## src/rtl/ptts_pkg.sv

```systemverilog
// ----------------------------------------------------------------------------
// ptts_pkg
// Types and codes shared by the periodic task tick scheduler and its checker.
// ----------------------------------------------------------------------------
package ptts_pkg;

	typedef enum logic [2:0] {
		OP_TICK   = 3'd0,
		OP_CREATE = 3'd1,
		OP_DELETE = 3'd2,
		OP_MODIFY = 3'd3,
		OP_CLEAR  = 3'd4
	} opcode_t;

	typedef enum logic [1:0] {
		ST_IDLE,
		ST_TICK,
		ST_END
	} state_t;

	localparam logic KIND_EDIT = 1'b0;
	localparam logic KIND_TICK = 1'b1;

	localparam logic STATUS_OK  = 1'b0;
	localparam logic STATUS_BAD = 1'b1;

	localparam int unsigned PERIOD_W = 16;
	localparam int unsigned REF_W    = 8;

endpackage

```

## src/rtl/periodic_task_tick_scheduler.sv

```systemverilog
// ----------------------------------------------------------------------------
// periodic_task_tick_scheduler
// Task slot table with create, delete, modify, clear-all and tick requests.
// ----------------------------------------------------------------------------
// Edit requests: the answer is registered and shown next cycle.
// Tick requests: the slots are walked in order through the single read port of
// the period and countdown memories; a due slot waits while a report is held.
// A new request is taken only once the previous one has finished.
// Reset clears the valid marks, the sequencer and the result valid flag; the
// result fields and the period, one-shot and countdown memories are not cleared.
module periodic_task_tick_scheduler #(
	parameter int unsigned SLOT_COUNT = 8
) (
	input  logic                            clk,
	input  logic                            arst_n,
	input  logic                            req_valid,
	output logic                            req_ready,
	input  logic [2:0]                      opcode,
	input  logic [ptts_pkg::REF_W-1:0]      task_id,
	input  logic [ptts_pkg::PERIOD_W-1:0]   period,
	input  logic                            one_shot,
	output logic                            rsp_valid,
	input  logic                            rsp_ready,
	output logic                            kind,
	output logic [ptts_pkg::REF_W-1:0]      task_ref,
	output logic                            fired,
	output logic                            status,
	output logic                            last
);
	import ptts_pkg::*;

	localparam int unsigned IDX_W = (SLOT_COUNT > 1) ? $clog2(SLOT_COUNT) : 1;
	localparam logic [IDX_W-1:0] LAST_IDX = IDX_W'(SLOT_COUNT - 1);

	// slot memories: {one_shot, period} and countdown
	logic [PERIOD_W:0]   per_mem [SLOT_COUNT];
	logic [PERIOD_W-1:0] cnt_mem [SLOT_COUNT];
	logic [PERIOD_W:0]   per_rd_q;
	logic [PERIOD_W-1:0] cnt_rd_q;

	state_t              state_q, state_d;
	logic [SLOT_COUNT-1:0] vld_q, vld_d;
	logic [IDX_W-1:0]    idx_q, idx_d;
	logic                pend_vld_q, pend_vld_d;
	logic [IDX_W-1:0]    pend_ref_q, pend_ref_d;

	logic                out_vld_q;
	logic                kind_q, fired_q, status_q, last_q;
	logic [REF_W-1:0]    ref_q;

	logic                out_free;
	logic                push;
	logic                p_kind, p_fired, p_status, p_last;
	logic [REF_W-1:0]    p_ref;

	logic [IDX_W-1:0]    rd_addr;
	logic                per_we, cnt_we;
	logic [IDX_W-1:0]    per_waddr, cnt_waddr;
	logic [PERIOD_W:0]   per_wdata;
	logic [PERIOD_W-1:0] cnt_wdata;

	logic                in_range, slot_hit;
	logic [IDX_W-1:0]    eslot;
	logic [PERIOD_W-1:0] per_clean;
	logic                accept;

	assign out_free  = !out_vld_q || rsp_ready;
	assign accept    = req_valid && req_ready;
	assign in_range  = task_id < REF_W'(SLOT_COUNT);
	assign eslot     = task_id[IDX_W-1:0];
	assign slot_hit  = in_range && vld_q[eslot];
	assign per_clean = (period == '0) ? PERIOD_W'(1) : period;

	always_ff @(posedge clk or negedge arst_n) begin
		if (!arst_n) begin
			state_q <= ST_IDLE;
		end else begin
			state_q <= state_d;
		end
	end

	always_comb begin
		state_d    = state_q;
		vld_d      = vld_q;
		idx_d      = idx_q;
		pend_vld_d = pend_vld_q;
		pend_ref_d = pend_ref_q;
		req_ready  = 1'b0;
		rd_addr    = '0;
		push       = 1'b0;
		p_kind     = KIND_EDIT;
		p_ref      = '0;
		p_fired    = 1'b0;
		p_status   = STATUS_OK;
		p_last     = 1'b1;
		per_we     = 1'b0;
		per_waddr  = eslot;
		per_wdata  = {one_shot, per_clean};
		cnt_we     = 1'b0;
		cnt_waddr  = eslot;
		cnt_wdata  = '0;

		unique case (state_q)
			ST_IDLE: begin
				req_ready = out_free;
				if (accept) begin
					if (opcode_t'(opcode) == OP_TICK) begin
						state_d    = ST_TICK;
						idx_d      = '0;
						pend_vld_d = 1'b0;
					end else begin
						push     = 1'b1;
						p_ref    = task_id;
						p_status = STATUS_BAD;
						unique case (opcode_t'(opcode))
							OP_CREATE: begin
								if (in_range && !vld_q[eslot]) begin
									vld_d[eslot] = 1'b1;
									per_we       = 1'b1;
									cnt_we       = 1'b1;
									p_status     = STATUS_OK;
								end
							end
							OP_DELETE: begin
								if (slot_hit) begin
									vld_d[eslot] = 1'b0;
									p_status     = STATUS_OK;
								end
							end
							OP_MODIFY: begin
								if (slot_hit) begin
									per_we   = 1'b1;
									p_status = STATUS_OK;
								end
							end
							OP_CLEAR: begin
								vld_d    = '0;
								p_ref    = '0;
								p_status = STATUS_OK;
							end
							default: begin
								// unused codes: answer with a failure, change nothing
							end
						endcase
					end
				end
			end

			ST_TICK: begin
				logic adv;
				adv       = 1'b1;
				rd_addr   = idx_q;
				cnt_waddr = idx_q;
				if (vld_q[idx_q]) begin
					if (cnt_rd_q == '0) begin
						// hold the due slot while an earlier report cannot leave
						if (pend_vld_q && !out_free) begin
							adv = 1'b0;
						end else begin
							if (pend_vld_q) begin
								push    = 1'b1;
								p_kind  = KIND_TICK;
								p_ref   = REF_W'(pend_ref_q);
								p_fired = 1'b1;
								p_last  = 1'b0;
							end
							pend_vld_d = 1'b1;
							pend_ref_d = idx_q;
							if (per_rd_q[PERIOD_W]) begin
								vld_d[idx_q] = 1'b0;
							end else begin
								cnt_we    = 1'b1;
								cnt_wdata = per_rd_q[PERIOD_W-1:0] - PERIOD_W'(1);
							end
						end
					end else begin
						cnt_we    = 1'b1;
						cnt_wdata = cnt_rd_q - PERIOD_W'(1);
					end
				end
				if (adv) begin
					if (idx_q == LAST_IDX) begin
						state_d = ST_END;
						rd_addr = '0;
					end else begin
						idx_d   = idx_q + IDX_W'(1);
						rd_addr = idx_q + IDX_W'(1);
					end
				end
			end

			ST_END: begin
				if (out_free) begin
					push    = 1'b1;
					p_kind  = KIND_TICK;
					p_ref   = pend_vld_q ? REF_W'(pend_ref_q) : '0;
					p_fired = pend_vld_q;
					p_last  = 1'b1;
					state_d = ST_IDLE;
				end
			end

			default: begin
				state_d = ST_IDLE;
			end
		endcase
	end

	always_ff @(posedge clk or negedge arst_n) begin
		if (!arst_n) begin
			vld_q      <= '0;
			pend_vld_q <= 1'b0;
			idx_q      <= '0;
			out_vld_q  <= 1'b0;
		end else begin
			vld_q      <= vld_d;
			pend_vld_q <= pend_vld_d;
			idx_q      <= idx_d;
			if (push) begin
				out_vld_q <= 1'b1;
			end else if (rsp_ready) begin
				out_vld_q <= 1'b0;
			end
		end
	end

	always_ff @(posedge clk) begin
		pend_ref_q <= pend_ref_d;
		if (push) begin
			kind_q   <= p_kind;
			ref_q    <= p_ref;
			fired_q  <= p_fired;
			status_q <= p_status;
			last_q   <= p_last;
		end
	end

	always_ff @(posedge clk) begin
		if (per_we) begin
			per_mem[per_waddr] <= per_wdata;
		end
		if (cnt_we) begin
			cnt_mem[cnt_waddr] <= cnt_wdata;
		end
		per_rd_q <= per_mem[rd_addr];
		cnt_rd_q <= cnt_mem[rd_addr];
	end

	assign rsp_valid = out_vld_q;
	assign kind      = kind_q;
	assign task_ref  = ref_q;
	assign fired     = fired_q;
	assign status    = status_q;
	assign last      = last_q;

endmodule

```

## config.mk

```make
export PLATFORM = sky130hd
export DESIGN_NAME = periodic_task_tick_scheduler
export DESIGN_NICKNAME = d
export VERILOG_FILES = /design/src/rtl/ptts_pkg.sv /design/src/rtl/periodic_task_tick_scheduler.sv
export SDC_FILE = /design/constraint.sdc
export NUM_CORES = 1
export LEC_CHECK = 0
export BUFFER_PORTS_ARGS = -buffer_cell sky130_fd_sc_hd__buf_2
export CELL_PAD_IN_SITES_DETAIL_PLACEMENT = 1
export CELL_PAD_IN_SITES_GLOBAL_PLACEMENT = 1
export CORE_AREA = 2 2 145 288
export DETAILED_ROUTE_END_ITERATION = 6
export DIE_AREA = 0 0 147 290
export GPL_TIMING_DRIVEN = 0
export PLACE_DENSITY = 0.64
export SYNTH_ARGS = -nofsm -noshare
export SYNTH_HDL_FRONTEND = slang
export SYNTH_SLANG_ARGS = --single-unit
```

## constraint.sdc

```tcl
create_clock -name clk -period 4.45 [get_ports clk]
set_input_delay 1.335 -clock clk [delete_from_list [all_inputs] [get_ports clk]]
set_output_delay 1.335 -clock clk [all_outputs]
set_load 0.02 [all_outputs]
```

==> out/metrics.yaml <==
dr.pass1.iters: 4
switching_share_pct: 33.7
wl_mm: 38.5
avgSynthCellArea_um2: 13.3
r2r-start: "cnt_rd_q[0]"
numCtsBuffers: 27
grt_use_total_pct: 18.0
route.vias.total: 8931
clockBufferDepth: 3
fp.dieW_um: 147
yosysTopAreaCell: "edfxtp_1"
finalSetupViolCount: 0
yosys_warnings: 0
htree_levels: 1
nNetsFinal: 1185
power.density_nw_per_um2: 546
vias_per_cell: 5.27
synth_xor_xnor_area_share_pct: 1.57
synth_compound_area_share_pct: 11.6
n_antenna_cell: 0
drive_gt1_share_pct: 15.2
criticalPathCategory: "in2reg"
p_int_mw: 5.80
cts_sinks: 327
setup.worst_path.end_class: "flop"
die_area_um2: 42600
cts_tree: "done"
yosys-top-cells-count: "edfxtp_1 (279), nand2_1 (167), nor2_1 (53), clkbuf_1 (44), and2_1 (39)"
grt_max_degree: 17
synth_cell_types: 67
fmax_mhz: 242
finalMaxSlewViolations: 0
relSlewSlack_pct: 24.0
hold_viol: 0
synth_top_area_share_pct: 60.1
place_hpwl_mm: 28.4
hold_path.class: "reg2reg"
rsz0062_at_grt: "false"
syn_nets: 1090
crit_arrival_ns: 4.39
synth-main-ff-cell: "edfxtp_1"
drt-initial-drc-count: 394
power_frac_clock_pct: 26.6
cp-startpoint: "task_id[1]"
grt_pass1_vias: 9590
fin_skew_ns: 0.0258
yosys.area_share.adder_pct: 0.717
finalCriticalPeriod_ns: 4.14
worstHoldStart: "idx_q[1]"
maxCapViolCount: 0
muxShareOfSynthArea_pct: 3.23
grt_first_pass_wirelength_mm: 58.2
post-route-period-util_pct: 93.0
path_max_fanout: 13
portBuffers: 43
yosys-top-cells-area: "edfxtp_1 (60%), dfxtp_1 (4.7%), nand2_1 (4.5%)"
critPathRequiredTime_ns: 4.70
area_growth_pct: 14.9
synth_top_family_by_area: "simple AND/OR/NAND/NOR gates"
fp.dieH_um: 290
syn-instance-count: 1050
combPwrFrac_pct: 28.4
synth_edf_count: 279
antenna_found_initial: 0
design.core.area_um2: 40300
status: "finished, final reports clean"
synth_seq_cells: 327
rows: 104
peakVddDrop_v: 0.000427
start_util_pct: 34.6
worst_pin_slew_ns: 1.13
yosysMostFrequentCell: "edfxtp_1"
p_switching_mw: 2.95
drc_errors: 0
yosys.area_share.simple_pct: 12.0
leakage_nw: 5.54
pin_count: 46
utilization_pct: 39.7
wire_per_inst_um: 22.7
place.gp.congestion: 0.883
setup.worst_path.start_class: "primary input"
clk_pin_slew_ns: 0.07
synth-seq-area-share_pct: 67.5
async_reset_ff_share_pct: 4.59
p_seq_share_pct: 45.0
gr-total-overflow: 0
ant_nets: 0
worstSkewPairLatency_ns: 0.57
root_buffer: "clkbuf_16"
holdWs_ns: 0.496
syn_area_um2: 14000
[stage by stage]
stage               instance area, um^2  setup TNS [ns]  power (mW)  std cells  setup slack (ns)
finish                            16000               0        8.76       1695             0.313
CTS                               16000               0        8.86       1689           0.00312
global route                      16000               0        9.15       1695            0.0979
detailed placement                15100          -90.21        6.52       1640            -0.606
global placement                  14800         -350.04        6.44       1623             -2.25
floorplan                         14000          -0.353        5.61       1050           -0.0208
[flip-flops by register name, summed over array words and instances (netlist names)]
name and flops:
idx_q 3, per_rd_q 17, vld_q 8, rsp_valid 1, pend_vld_q 1, kind 1
per_mem 136, cnt_rd_q 16, cnt_mem 128, task_ref 8, status 1, pend_ref_q 3
fired 1, last 1, state_q 2
[cell type report]
class / count / area (um^2)
fillers: 4247 / 24300
flip-flops and latches: 327 / 9410
multi-input cells: 628 / 4130
clock buffers: 31 / 691
well taps: 530 / 663
repair buffers: 66 / 517
plain buffers: 72 / 390
clock inverters: 18 / 141
inverters: 23 / 86.3
[cell families after synthesis]
group / after synthesis
compound gates: 199
xor+xnor: 25
fa+ha+maj: 8
buf+inv: 95
flops: 327
mux: 41
simple gates: 355
[what timing repair did]
action / 4_1_cts / 5_1_grt
resized for setup: 1 / 1
hold buffers: 0 / 0
setup endpoints to repair: 8 / 197
pin swaps: 0 / 2
buffers inserted: 0 / 6
[worst max-delay path: stages]
cell      delay, ns
buf_2          0.08
clkbuf_1       0.44
inv_1          0.31
a221oi_1       0.41
o21ai_0        0.28
o41ai_2        0.61
a21bo_2        0.34
nor2_2         0.35
buf_8          0.24
[routing by layer]
| metal | global-route usage [%] | part of all wire, % |
|---|---|---|
| met1 | 17.7 | 35 |
| met2 | 37.7 | 60 |
| met3 | 1.68 | 2.2 |
| met4 | 6.66 | 3.6 |
| met5 | 0 | 0 |
[path summary, 6_finish.rpt]
| path | cells past startpoint | slack [ns] | endpoint |
|---|---|---|---|
| hold reg to reg | 0 | 0.50 | pend_ref_q[1] |
| min in group asynchronous | 1 | 0.70 | vld_q[2] |
| hold / removal | 0 | 0.50 | pend_ref_q[1] |
| setup / recovery | 9 | 0.31 | cnt_mem[5][12] |
| setup reg to reg | 12 | 0.64 | per_rd_q[8] |
| max in group asynchronous | 1 | 3.46 | vld_q[3] |
[power by group through the flow]
stage / Combinational [mW] / Clock [mW] / Sequential (mW)
after floorplan: 1.63 / 0 / 3.97
after global placement: 2.45 / 0 / 4.00
after detailed placement: 2.52 / 0 / 4.00
after CTS: 2.53 / 2.38 / 3.94
after global routing: 2.71 / 2.47 / 3.97
final: 2.49 / 2.33 / 3.94
[layout by cell type, fill, tap and decap left out, types with 29 or more instances in the layout]
cell / count
edfxtp_1: 279
nand2_1: 167
clkbuf_1: 48
buf_2: 48
nor2_1: 41
and2_1: 39
mux2i_1: 36
a32o_1: 33
dfxtp_1: 33
a21oi_1: 30
a211oi_1: 29
(Power assumes the default switching activity.)
